===== config.mk =====
export PLATFORM = sky130hd
export DESIGN_NAME = vau_sqrt
export DESIGN_NICKNAME = d
export VERILOG_FILES = /design/src/sv/vau_pkg.sv /design/src/sv/vau_sqrt.sv
export SDC_FILE = /design/constraint.sdc
export NUM_CORES = 2
export LEC_CHECK = 0
export BUFFER_PORTS_ARGS = -buffer_cell sky130_fd_sc_hd__buf_4
export CAP_MARGIN = 5
export CORE_AREA = 2 2 776 392
export CTS_CLUSTER_DIAMETER = 80
export DETAILED_ROUTE_END_ITERATION = 8
export DIE_AREA = 0 0 778 394
export PLACE_DENSITY = 0.5
export REMOVE_ABC_BUFFERS = 1
export SLEW_MARGIN = 10
export SYNTH_ARGS = -nofsm -noshare
export SYNTH_HDL_FRONTEND = slang
export SYNTH_SLANG_ARGS = --single-unit

===== constraint.sdc =====
create_clock -name clk -period 4.3 [get_ports clk]
set_input_delay 0.215 -clock clk [delete_from_list [all_inputs] [get_ports clk]]
set_output_delay 0.215 -clock clk [all_outputs]
set_load 0.1 [all_outputs]

===== src/sv/vau_pkg.sv =====
// shared widths and operation/status codes for the vector arithmetic unit
package vau_pkg;

	localparam int DATA_W   = 32;
	localparam int FUNC_W   = 3;
	localparam int STATUS_W = 2;
	localparam int ROOT_W   = 32;
	localparam int RAD_W    = 2 * ROOT_W;

	typedef enum logic [FUNC_W-1:0] {
		FN_ADD   = 3'd0,
		FN_SUB   = 3'd1,
		FN_SCALE = 3'd2,
		FN_DIV   = 3'd3,
		FN_LEN   = 3'd4,
		FN_NORM  = 3'd5,
		FN_DOT   = 3'd6,
		FN_CROSS = 3'd7
	} func_t;

	typedef enum logic [STATUS_W-1:0] {
		ST_OK       = 2'd0,
		ST_DIV_ZERO = 2'd1,
		ST_OVF      = 2'd2
	} status_t;

endpackage


===== src/sv/vau_sqrt.sv =====
// pipelined integer square root, one result bit per stage
module vau_sqrt (
	input  logic                      clk,
	input  logic                      en,
	input  logic [vau_pkg::RAD_W-1:0]  radicand,
	output logic [vau_pkg::ROOT_W-1:0] root
);
	import vau_pkg::*;

	localparam int ST = ROOT_W;

	logic [RAD_W-1:0] rem_s [1:ST-1];
	logic [RAD_W-1:0] res_s [1:ST];

	for (genvar g = 0; g < ST; g++) begin : g_step
		localparam logic [RAD_W-1:0] BIT = RAD_W'(1) << (2 * (ST - 1 - g));
		logic [RAD_W-1:0] cur_rem;
		logic [RAD_W-1:0] cur_res;
		logic [RAD_W-1:0] trial;
		logic             take;

		if (g == 0) begin : g_first
			assign cur_rem = radicand;
			assign cur_res = '0;
		end else begin : g_next
			assign cur_rem = rem_s[g];
			assign cur_res = res_s[g];
		end

		assign trial = cur_res + BIT;
		assign take  = (cur_rem >= trial);

		always_ff @(posedge clk) begin
			if (en) begin
				res_s[g+1] <= take ? ((cur_res >> 1) + BIT) : (cur_res >> 1);
			end
		end

		if (g < ST - 1) begin : g_rem
			always_ff @(posedge clk) begin
				if (en) begin
					rem_s[g+1] <= take ? (cur_rem - trial) : cur_rem;
				end
			end
		end
	end

	assign root = res_s[ST][ROOT_W-1:0];

endmodule


; ---- Word level (Yosys, flattened, before mapping)
; Memories as Yosys holds them, arrays and structs flattened.
; Index checks and enable logic that the tools add are counted.
[op_classes]
n_addsub = 93
mul = 0
div = 0
magnitude_cmp = 32
n_eq_ne = 0
shifts = 0
mux = 65
bitwise = 0
n_reduce_logical = 0
[ops]
columns = operator, n
row1 = $mux W64, 62
row2 = $ge A64 B64 Y1, 31
row3 = $sub A64 B64 Y64, 30
row4 = $add A63 B1 Y64 const B, 1
row5 = $add A63 B11 Y64 const B, 1
row6 = $add A63 B13 Y64 const B, 1
row7 = $add A63 B15 Y64 const B, 1
row8 = $add A63 B17 Y64 const B, 1
row9 = $add A63 B19 Y64 const B, 1
row10 = $add A63 B21 Y64 const B, 1
row11 = $add A63 B23 Y64 const B, 1
row12 = $add A63 B25 Y64 const B, 1
row13 = $add A63 B27 Y64 const B, 1
row14 = $add A63 B29 Y64 const B, 1
row15 = $add A63 B3 Y64 const B, 1
row16 = $add A63 B31 Y64 const B, 1
row17 = $add A63 B33 Y64 const B, 1
row18 = $add A63 B35 Y64 const B, 1
row19 = $add A63 B37 Y64 const B, 1
row20 = $add A63 B39 Y64 const B, 1
row21 = $add A63 B41 Y64 const B, 1
row22 = $add A63 B43 Y64 const B, 1
row23 = $add A63 B45 Y64 const B, 1
row24 = $add A63 B47 Y64 const B, 1
row25 = 45 further kinds, 46
[totals]
regBits = 0
latch_bits = 0
ram_bits = 4032
rom_bits = 0
in_bits = 66
output_inout_bits = 32
word_cells = 192
memories = 2
[mem_list]
columns = name, words, word_bits, read_ports, rd_clocked_by_memory_dff, write_ports, line_no
row1 = res_s, 32, 64, 32, 0, 32, vau_sqrt.sv:13  ; logic [RAD_W-1:0] res_s [1:ST];
row2 = rem_s, 31, 64, 31, 0, 31, vau_sqrt.sv:12  ; logic [RAD_W-1:0] rem_s [1:ST-1];

; ---- Longest topological paths before layout
; An unclocked memory read counts as a cell.
[logic_depth]
ltp_word = 4
mapped_depth = 15
mapped_depth_nobuf = 13

; ---- Worst setup path after synthesis
; Ideal clock, no wire load.
[synth_timing]
path_kind = reg2reg
startpoint = register rem_s[1][51] (netlist name)
endpoint = register rem_s[1][101] (netlist name)
setup_time_ps = 260
t_arrival_ps = 3760
required_ps = 4040
slack_ps = 280
stages_incl_launch_ff = 11
path_buffers = 2
period_less_slack_ps = 4020
cell_sequence = edfxtp_1 -> or4_4 -> or3_4 -> or4b_4 -> or3_4 -> or3_1 -> or4_1 -> or3_1 -> buf_2 -> buf_6 -> mux2_4

==> impl_results.md <==
* Outcome: complete, but fails checks
* Failing checks: negative setup slack
* Final nets at 11000
* Total number of vias at 82800
* Tmin final at 4.34 ns
* CTS tree: done
* Worst path most repeated cell: and3_1
* Worst setup SP type: flip-flop
* Area Overhead vs Synth at 16.9%
* Final core utilization at 46.4%
* # setup viols final at 2
* DRC viols at 0
* Total Power at 75.2 mW
* Grt ovf at 0
* Cell variety after synth at 83
* Cells after synthesis at 9452
* Crit-path leading delay family: compound AO/OA/AOI/OAI gates
* Cell area after placement at 0.130 mm²
* CTS root buffer: clkbuf_16
* Placer Congestion at 0.973
* Final Hold Fails at 0
* Antenna violations before repair at 41
* Placed Cells at 14000
* 1st-iter DRT viols at 12600
* Post-Synthesis Mean Instance Area at 12.6 µm²
* DR WL/cell at 27.0 µm
* Slowest CP cell: a311oi_1
* Proportion of layout cells with a drive suffix above 1 at 12.5%
* Total Wirelength at 394 mm
* CP startpoint: rem_s[1][37]
* RSZ-0062 raised after global routing: true
* CP cell instances: ha_1, and3_1, and3_1, a221o_1, a41o_1, a311oi_1, nand2b_1, nand3_2, buf_4, nor3_1, xor2_1
* Placement Setup Slack at -0.866 ns
* Fraction of registers with async set or reset after synthesis at 0%
* Clock skew at 0.103 ns
* Die height at 394 µm
* Hold WC Path Type: in2reg
* Vias in the first global route at 73300
* WP buf/inv at 1
* Pwr Density at 539 mW/mm²
* Sink Count at 2512
* Worst r2r src: rem_s[1][37]
* MaxCap Viol Count at 0
* CTS Buf Count at 241
* Die Span X at 778 µm
* First-pass GRT wire length at 551 mm
* Worst vdd ir at 0.380 mV
* Setup Crit Path Kind: reg2reg
* Synth warn at 0
* Fin cells at 14600
* Fin worst setup slack at -0.0399 ns
* Hold Startpoint: radicand[17]
* Max H-tree Level at 4
* Pin count of the biggest net entering global routing at 184
* Crit-path max cell delay at 0.80 ns
* Top-Level Pins at 98
* Worst skew pair latency at 0.95 ns
* Cell Area, Synth at 0.119 mm²
* DP HPWL at 306 mm
* Clock transition at path regs at 0.07 ns
* WP data arrival at 5.01 ns
* Total GRT Usage at 25.0%
* Die area at 0.307 mm²
* Required time worst endpoint at 4.97 ns
* Initial Utilization at 39.7%
* PortBufs at 97
* Max Transition Viols Final at 0
* Slew of the pin with the lowest slew margin at 1.42 ns
* Slew HR at 4.79%
* Drt pass-1 iters at 6
* Row cnt at 143
* Final Cycle Share at 101%
* Main synth FF type: edfxtp_1
* Post-synth EDFFs at 2512
* Crit path capture type: flip-flop
* Flops & latches, synth at 2512
* Clock buffer depth at 4
* Leak at 52.7 nW
* Post-route ant nets at 0
* Fmax achieved at 230 MHz
* Crit path max fanout at 5
* Via density at 5.67
* Total core area at 0.301 mm²
* Seq/Total Area, Yosys at 63.2%
* Cell area after layout at 0.140 mm²
* Fillcell total at 26700
==> cells by family (layout without fill, tap and decap cells) <==
group,Yosys count,in the layout,synth area share [%]
other cells,0,21,0
compound gates,1741,1741,8.89
simple gates,2788,2788,11.9
flops,2512,2512,63.2
mux,95,95,0.902
xor+xnor,893,893,6.55
fa+ha+maj,558,558,5.85
buf+inv,865,1941,2.74
==> registers in the layout, indices dropped and copies added (netlist names) <==
| name | count |
|---|---|
| rem_s | 1984 |
| res_s | 528 |
==> worst reg2reg max path, cell delays in order (launching register included) <==
cell      delay (ns)
edfxtp_1        0.42
ha_1            0.38
and3_1          0.48
and3_1          0.34
a221o_1         0.40
a41o_1          0.41
a311oi_1        0.81
nand2b_1        0.25
nand3_2         0.16
buf_4           0.18
nor3_1          0.18
xor2_1          0.09
==> routing by layer <==
| metal | wire length [µm] | part of all wire (%) | track usage, % | vias to the layer above |
|---|---|---|---|---|
| li1 | - | - | - | 37100 |
| met1 | 220000 | 56 | 47.2 | 40900 |
| met2 | 96800 | 25 | 19.5 | 4369 |
| met3 | 73300 | 19 | 15.2 | 304 |
| met4 | 3660 | 0.93 | 2.61 | 24 |
| met5 | 540 | 0.14 | 0.513 | - |
==> power by group <==
group	leakage (nW)	total, mW	internal (mW)	switching [mW]
clock network	3.89	22.4	12.4	9.95
logic	24.7	19.1	7.36	11.7
registers	24.2	33.8	31.1	2.67
total	52.7	75.2	50.9	24.3
==> area by class of cell <==
class                      count  area (µm²)  area share (%)
sequential                  2512       75400            54.1
multi-input combinational   6075       41400            29.6
timing repair buffer         819        7050            5.05
clock buffer                 274        6200            4.44
tap                         4060        5080            3.64
inverter                     683        2560            1.84
clock inverter               165        1800            1.29
antenna                       21        52.6          0.0377
==> metrics by stage <==
stage / hold WS, ns / setup TNS (ns)
2_1_floorplan: 0.314 / -190.63
6_report: 0.122 / -0.0698
3_3_place_gp: 0.402 / -32.06
5_1_grt: 0.0557 / -0.0969
4_1_cts: 0.0274 / 0
3_5_place_dp: 0.405 / -5.31
==> Yosys cell counts, types with 99 or more instances <==
| cell | n | area, µm² |
|---|---|---|
| nor3_1 | 260 | 1300 |
| inv_1 | 680 | 2550 |
| xor2_1 | 465 | 4070 |
| nor4_1 | 350 | 2190 |
| clkbuf_1 | 157 | 589 |
| nor2_1 | 644 | 2420 |
| o21ai_0 | 415 | 2080 |
| or3_1 | 107 | 669 |
| xnor2_1 | 428 | 3750 |
| nand2b_1 | 120 | 751 |
| nand3_1 | 140 | 701 |
| a21oi_1 | 637 | 3190 |
| a21o_1 | 179 | 1340 |
| nand4_1 | 152 | 951 |
| ha_1 | 558 | 6980 |
| nand2_1 | 618 | 2320 |
| edfxtp_1 | 2512 | 75400 |
| o21a_1 | 99 | 743 |
==> cells in the final DEF (no fill, tap or decap), types with 41 or more instances in the layout <==
cell type and n:
dlygate4sd3_1 126, clkinv_2 44, or4_1 62, nand2b_1 118
buf_4 645, nor2_1 640, xnor2_1 428, nor2b_1 83
buf_12 44, xor2_1 462, ha_1 555, or3_1 105
nor3_1 248, inv_1 680, a21oi_1 627, o21ai_0 407
nand3_1 138, mux2_2 81, or2_2 43, edfxtp_1 2512
clkbuf_16 243, o21a_1 99, nand2_1 615, o21bai_1 49
nor4_1 323, a21o_1 179, and3_1 49, clkinv_1 49
a211oi_1 41, a31oi_1 43, nand4_1 152
==> worst paths after layout <==
path,endpoint,slack [ns],cells after the start
setup / recovery,rem_s[1][115],-0.04,11
hold / removal,rem_s[0][81],0.12,2
setup reg to reg,rem_s[1][115],-0.04,11
hold reg to reg,res_s[0][1064],0.39,0
==> repair_timing <==
action                                  4_1_cts  5_1_grt
gates resized for setup                      20       80
buffers inserted                              3        8
endpoints found under the setup margin       40      192
hold buffers                                126        0
pin swaps                                     2       10
endpoints found under the hold margin       148        0
(Power assumes the default switching activity.)
