**src/sv/vau_pkg.sv**
```systemverilog
// shared widths and operation/status codes for the vector arithmetic unit
package vau_pkg;

	localparam int DATA_W   = 32;
	localparam int FUNC_W   = 3;
	localparam int STATUS_W = 2;
	localparam int ROOT_W   = 32;
	localparam int RAD_W    = 2 * ROOT_W;

	typedef enum logic [FUNC_W-1:0] {
		FN_ADD   = 3'd0,
		FN_SUB   = 3'd1,
		FN_SCALE = 3'd2,
		FN_DIV   = 3'd3,
		FN_LEN   = 3'd4,
		FN_NORM  = 3'd5,
		FN_DOT   = 3'd6,
		FN_CROSS = 3'd7
	} func_t;

	typedef enum logic [STATUS_W-1:0] {
		ST_OK       = 2'd0,
		ST_DIV_ZERO = 2'd1,
		ST_OVF      = 2'd2
	} status_t;

endpackage

```
**src/sv/vau_div.sv**
```systemverilog
// pipelined restoring divider, 32 quotient bits with an overflow precheck
module vau_div #(
	parameter int DVD_W = 48
) (
	input  logic                      clk,
	input  logic                      en,
	input  logic [DVD_W-1:0]          dividend,
	input  logic [vau_pkg::DATA_W-1:0] divisor,
	output logic [vau_pkg::DATA_W-1:0] quotient,
	output logic                      ovf
);
	import vau_pkg::*;

	localparam int QW = DATA_W;
	localparam int CW = DVD_W + QW;

	logic [DVD_W-1:0] rem_s [0:QW-1];
	logic [QW-1:0]    dvr_s [0:QW-1];
	logic [QW-1:0]    q_s   [0:QW];
	logic             ovf_s [0:QW];

	// quotient of 2^32 or more saturates whatever the sign
	always_ff @(posedge clk) begin
		if (en) begin
			rem_s[0] <= dividend;
			dvr_s[0] <= divisor;
			q_s[0]   <= '0;
			ovf_s[0] <= (CW'(dividend) >= (CW'(divisor) << QW));
		end
	end

	for (genvar g = 0; g < QW; g++) begin : g_step
		localparam int SH = QW - 1 - g;
		logic [CW-1:0] lsh;
		logic          ge;

		assign lsh = CW'(dvr_s[g]) << SH;
		assign ge  = (CW'(rem_s[g]) >= lsh);

		always_ff @(posedge clk) begin
			if (en) begin
				q_s[g+1]   <= {q_s[g][QW-2:0], ge};
				ovf_s[g+1] <= ovf_s[g];
			end
		end

		if (g < QW - 1) begin : g_carry
			always_ff @(posedge clk) begin
				if (en) begin
					rem_s[g+1] <= ge ? DVD_W'(CW'(rem_s[g]) - lsh) : rem_s[g];
					dvr_s[g+1] <= dvr_s[g];
				end
			end
		end
	end

	assign quotient = q_s[QW];
	assign ovf      = ovf_s[QW];

endmodule

```
**config.mk**
```make
export PLATFORM = sky130hd
export DESIGN_NAME = vau_div
export DESIGN_NICKNAME = d
export VERILOG_FILES = /design/src/sv/vau_pkg.sv /design/src/sv/vau_div.sv
export SDC_FILE = /design/constraint.sdc
export NUM_CORES = 2
export LEC_CHECK = 0
export BUFFER_PORTS_ARGS = -buffer_cell sky130_fd_sc_hd__buf_2
export CAP_MARGIN = 20
export CORE_MARGIN = 2
export CORE_UTILIZATION = 45
export CTS_CLUSTER_DIAMETER = 200
export DETAILED_ROUTE_END_ITERATION = 8
export GPL_TIMING_DRIVEN = 0
export SLEW_MARGIN = 40
export SYNTH_ARGS = -nofsm -noshare
export SYNTH_HDL_FRONTEND = slang
export SYNTH_SLANG_ARGS = --single-unit
```
**constraint.sdc**
```tcl
create_clock -name clk -period 4.6 [get_ports clk]
set_input_delay 0.92 -clock clk [delete_from_list [all_inputs] [get_ports clk]]
set_output_delay 0.92 -clock clk [all_outputs]
set_load 0.01 [all_outputs]
```
# Yosys cells after proc, flatten, opt, wreduce, memory -nomap -nowiden
# Memories as Yosys holds them, arrays and structs flattened.
# Index checks and enable logic that the tools add are counted.
[classes]
n_mux = 33
order_cmp = 33
addsub = 31
[op_table]
columns = ["op", "n"]
rows = [
  ["$mux 48", 31],
  ["$sub 48x48->48", 16],
  ["$ge 48x64->1", 1],
  ["$ge 48x63->1", 1],
  ["$ge 48x62->1", 1],
  ["$ge 48x61->1", 1],
  ["$ge 48x60->1", 1],
  ["$ge 48x59->1", 1],
  ["$ge 48x58->1", 1],
  ["$ge 48x57->1", 1],
  ["$ge 48x56->1", 1],
  ["$ge 48x55->1", 1],
  ["$ge 48x54->1", 1],
  ["$ge 48x53->1", 1],
  ["$ge 48x52->1", 1],
  ["$ge 48x51->1", 1],
  ["$ge 48x50->1", 1],
  ["$ge 48x49->1", 1],
  ["$ge 48x32->1", 1],
  ["$ge 48x33->1", 1],
  ["$ge 48x34->1", 1],
  ["$ge 48x35->1", 1],
  ["$ge 48x36->1", 1],
  ["$ge 48x37->1", 1],
  ["other kinds (27)", 28],
]
[word_totals]
wordCells = 101
ramBits = 3649
regBits = 0
memories = 4
[memory_table]
columns = ["name", "words", "word_bits", "rd", "rd_ports_with_merged_regs", "write_ports", "line_no", "text"]
rows = [
  ["rem_s", 32, 48, 32, 0, 32, "vau_div.sv:17", "logic [DVD_W-1:0] rem_s [0:QW-1];"],
  ["q_s", 33, 32, 33, 0, 33, "vau_div.sv:19", "logic [QW-1:0] q_s [0:QW];"],
  ["dvr_s", 32, 32, 32, 0, 32, "vau_div.sv:18", "logic [QW-1:0] dvr_s [0:QW-1];"],
  ["ovf_s", 33, 1, 33, 0, 33, "vau_div.sv:20", "logic ovf_s [0:QW];"],
]

# Logic depth before layout (Yosys ltp)
# An unclocked memory read counts as a cell.
[depth]
word_depth = 3
ltp_mapped = 16
mapped_depth_nobuf = 15

# Least setup slack after synthesis
# OpenSTA, ideal clock, no wires.
[synth_timing]
path_kind = "reg2reg"
from = "mem dvr_s[4][0] (netlist bit)"
to = "mem rem_s[5][31] (netlist: rem_s[0][271]) (data pin)"
t_arrival_ns = 3.495
required_ns = 4.340
path_stages_with_launch = 14
setup_slack_ns = 0.845
n_path_buf = 1
path_cell_list = "edfxtp_1 > ha_1 > fa_1 > nand2b_1 > a21boi_0 > o21ai_0 > a21oi_1 > a21oi_1 > o31ai_1 > a311oi_1 > or3_1 > o311ai_2 > buf_2 > mux2_2"
[synth_rtl]
columns = ["item", "line_no"]
rows = [
  ["start: declaration", "vau_div.sv:18"],
  ["end: declaration", "vau_div.sv:17"],
]

==> run metrics <==
result of the run complete, no violations; row count 215; slew of the pin with the lowest slew margin 875 ps; synthesis warning total 0; number of antenna violations at the first check in global routing 14; gate count of the mapped netlist 12.4k; I/O Buffers 114; arrival time of data at the critical path endpoint 5140 ps; height of the chip 590 um; area used by multi-input combinational logic 56000 um2; async set-or-reset flop fraction in the synthesized netlist 0%; post-route ant nets 0; synthesized cell area 155000 um2; count of filler cells inserted in the layout 29.4k; Die Area 348000 um2; CTS buffer count 341; insertion delay to the later sink of the worst-skew pair 940 ps; Avg WL per Cell 21.8 um; kind of end point of the critical path flip-flop; routability congestion estimate from global placement 0.941; commonest non-fill, non-tap cells in the layout sky130_fd_sc_hd__edfxtp_1 (3121), sky130_fd_sc_hd__inv_1 (1189), sky130_fd_sc_hd__ha_1 (917); root buf cell sky130_fd_sc_hd__clkbuf_16; post-synth top area cell sky130_fd_sc_hd__edfxtp_1; clk sinks 3121; wirelength, routed 387 mm; max-capacitance violation count 0; Mean Syn Cell Area 12.4 um2; sequence of cells on the critical path inv_1 > ha_1 > fa_1 > nor2b_1 > o21ai_0 > a21boi_0 > o31ai_2 > a21oi_1 > o41ai_1 > o21ai_1 > a31oi_1 > nor3_1 > or4_1 > xnor2_1; Top-Level Pins 115; area of all placed cells without fillers 174000 um2; Lkg Pwr 67.9 nW; Final Instance Count excl. Fillers 17.8k; placed instance area 162000 um2; net count reported at finish 14.0k; buffer levels on the longest clock path 4; clock tree from TritonCTS yes; number of different library cells in the post-synthesis netlist 97; Overflow after GRT 0; Finish-stage setup viols 0; EDFF count, synth 3121; overall via count from detail_route 98.8k; DRC Markers 0; Vias/cell 5.57; Final period util 97.0%; first-pass iteration count of the detailed router 6; category of cells accounting for the largest share of critical-path delay compound AO/OA/AOI/OAI gates; pin count of the biggest net entering global routing 119; worst-case vdd ir drop 0.395 mV; Max Clock Skew 55.5 ps; commonest non-fill, non-tap cell in the layout sky130_fd_sc_hd__edfxtp_1; buffering stage count on the worst path with inverters included 1; slowest stage cell, crit path sky130_fd_sc_hd__o41ai_1; number of placed instances with taps included 17.1k; required arrival time at the worst endpoint 5270 ps; fin util 50.8%; die width 590 um; power per standard cell area 546 nW/um2; area fraction of the dominant cell type after synthesis 60.6%; CTS H-tree lvls 5; CP peak stage delay 610 ps; CTS hold repair buffers 0; post-detail-place hpwl 295 mm; synth-to-layout area growth 12.4%; number of nets produced by synthesis 13.5k; final hold violations 0; Post-Route Setup TNS 0 ps; Seq cells post-synth 3121; Setup Crit Path Kind flip-flop to flip-flop; part of the Yosys area used for sequential elements 60.6%; synth top area cells sky130_fd_sc_hd__edfxtp_1 (61%), sky130_fd_sc_hd__ha_1 (7.4%), sky130_fd_sc_hd__inv_1 (2.9%); number of DRC markers in iteration 0 9185; via count of the first global-routing pass 96.4k; clock transition time at the flip-flop clock pins of the worst setup and hold paths 60 ps; initial core utilization 45.2%; fraction of layout cells with a size suffix above 1 9.26%; final slew viol count 0; wire length of the first global-routing pass 585 mm; most used flip-flop cell after synthesis sky130_fd_sc_hd__edfxtp_1; maximum fanout along the worst path 3; Final min period 4460 ps; Hold/Removal Path Class primary input to flip-flop; slew margin rel. 41.2%; area of all sequential standard cells 93700 um2; CP startpoint kind flip-flop; overall fraction of global-route tracks in use 21.7%; Max Freq 0.224 GHz; core outline area 342000 um2
==> per-stage QoR <==
| step | power (mW) | setup slack, ps | hold slack [ps] |
|---|---|---|---|
| 6_report | 95.0 | 137 | 182 |
| 5_1_grt | 100 | -12.3 | 124 |
| 4_1_cts | 95.6 | 10.3 | 86.2 |
| 3_5_place_dp | 67.3 | -765 | 405 |
| 3_3_place_gp | 69.0 | -45710 | 401 |
| 2_1_floorplan | 58.8 | 845 | 400 |
==> sequential cells by signal (all words and copies together), names as in the netlist <==
| register | count |
|---|---|
| q_s | 528 |
| dvr_s | 1024 |
| ovf_s | 33 |
| rem_s | 1536 |
==> power breakdown <==
group | internal, mW | total (mW) | switching, mW
logic | 11.2 | 27.5 | 16.3
clock network | 16.3 | 27.7 | 11.3
registers | 37.0 | 39.8 | 2.86
==> per-layer routing <==
| metal | part of all wire (%) | wire length, um | vias to the layer above | GRT usage [%] |
|---|---|---|---|---|
| met5 | 0.0034 | 13 | - | 0 |
| met4 | 2.1 | 8280 | 2 | 5.02 |
| met3 | 5.8 | 22300 | 470 | 3.26 |
| met2 | 45 | 175000 | 2671 | 34.2 |
| met1 | 47 | 182000 | 48500 | 31.8 |
| li1 | - | - | 47200 | - |
==> Yosys cell counts (77+ instances only) <==
cell                          n
sky130_fd_sc_hd__edfxtp_1  3121
sky130_fd_sc_hd__inv_1     1190
sky130_fd_sc_hd__ha_1       920
sky130_fd_sc_hd__nand2_1    872
sky130_fd_sc_hd__a21oi_1    844
sky130_fd_sc_hd__o21ai_0    807
sky130_fd_sc_hd__nor2_1     574
sky130_fd_sc_hd__a21o_1     492
sky130_fd_sc_hd__xnor2_1    482
sky130_fd_sc_hd__xor2_1     360
sky130_fd_sc_hd__mux2_2     331
sky130_fd_sc_hd__clkbuf_1   193
sky130_fd_sc_hd__nor4_1     171
sky130_fd_sc_hd__nor3_1     164
sky130_fd_sc_hd__nand3_1    159
sky130_fd_sc_hd__nand4_1    150
sky130_fd_sc_hd__nor2b_1    143
sky130_fd_sc_hd__nand2b_1   123
sky130_fd_sc_hd__o21a_1     116
sky130_fd_sc_hd__o21bai_1   105
sky130_fd_sc_hd__a31oi_1     83
sky130_fd_sc_hd__a211oi_1    80
sky130_fd_sc_hd__o31ai_1     80
sky130_fd_sc_hd__and3_1      77
==> layout make-up <==
cell class,instances,share of cell area [%]
sequential,3121,53.9
multi-input combinational,7867,32.2
clock buffer,410,5.16
tap,4557,3.28
inverter,1193,2.58
clock inverter,200,1.31
timing repair buffer,163,0.929
buffer,240,0.619
antenna,3,0.00432
==> cells by family (layout without fill, tap and decap cells) <==
family | after synthesis | in the layout | share of synthesized area [%]
flops | 3121 | 3121 | 60.6
simple gates | 2718 | 2718 | 8.60
mux | 361 | 361 | 2.60
fa+ha+maj | 951 | 951 | 7.84
compound gates | 2995 | 2995 | 12.0
other cells | 0 | 3 | 0
buf+inv | 1441 | 2206 | 3.56
xor+xnor | 842 | 842 | 4.77
==> worst reg2reg max path: stages, from the launching register on <==
cell	delay (ps)
sky130_fd_sc_hd__edfxtp_1	430
sky130_fd_sc_hd__inv_1	90
sky130_fd_sc_hd__ha_1	190
sky130_fd_sc_hd__fa_1	230
sky130_fd_sc_hd__nor2b_1	60
sky130_fd_sc_hd__o21ai_0	210
sky130_fd_sc_hd__a21boi_0	200
sky130_fd_sc_hd__o31ai_2	370
sky130_fd_sc_hd__a21oi_1	210
sky130_fd_sc_hd__o41ai_1	610
sky130_fd_sc_hd__o21ai_1	250
sky130_fd_sc_hd__a31oi_1	460
sky130_fd_sc_hd__nor3_1	180
sky130_fd_sc_hd__or4_1	530
sky130_fd_sc_hd__xnor2_1	170
==> path summary, 6_finish.rpt <==
path,startpoint,endpoint,slack (ps),depth (start not counted)
min,dividend[21],rem_s[0][21],180,1
max,rem_s[1][579],rem_s[1][669],140,14
min reg2reg,q_s[20][9],q_s[21][10],390,0
max reg2reg,rem_s[1][579],rem_s[1][669],140,14
==> repair_timing <==
item | in CTS | in global routing
endpoints found under the setup margin | 375 | 546
resized for setup | 49 | 94
buffers inserted | 6 | 3
pin swaps | 5 | 6
cloned | 0 | 1
No activity file was read; power rests on OpenSTA's default activity.
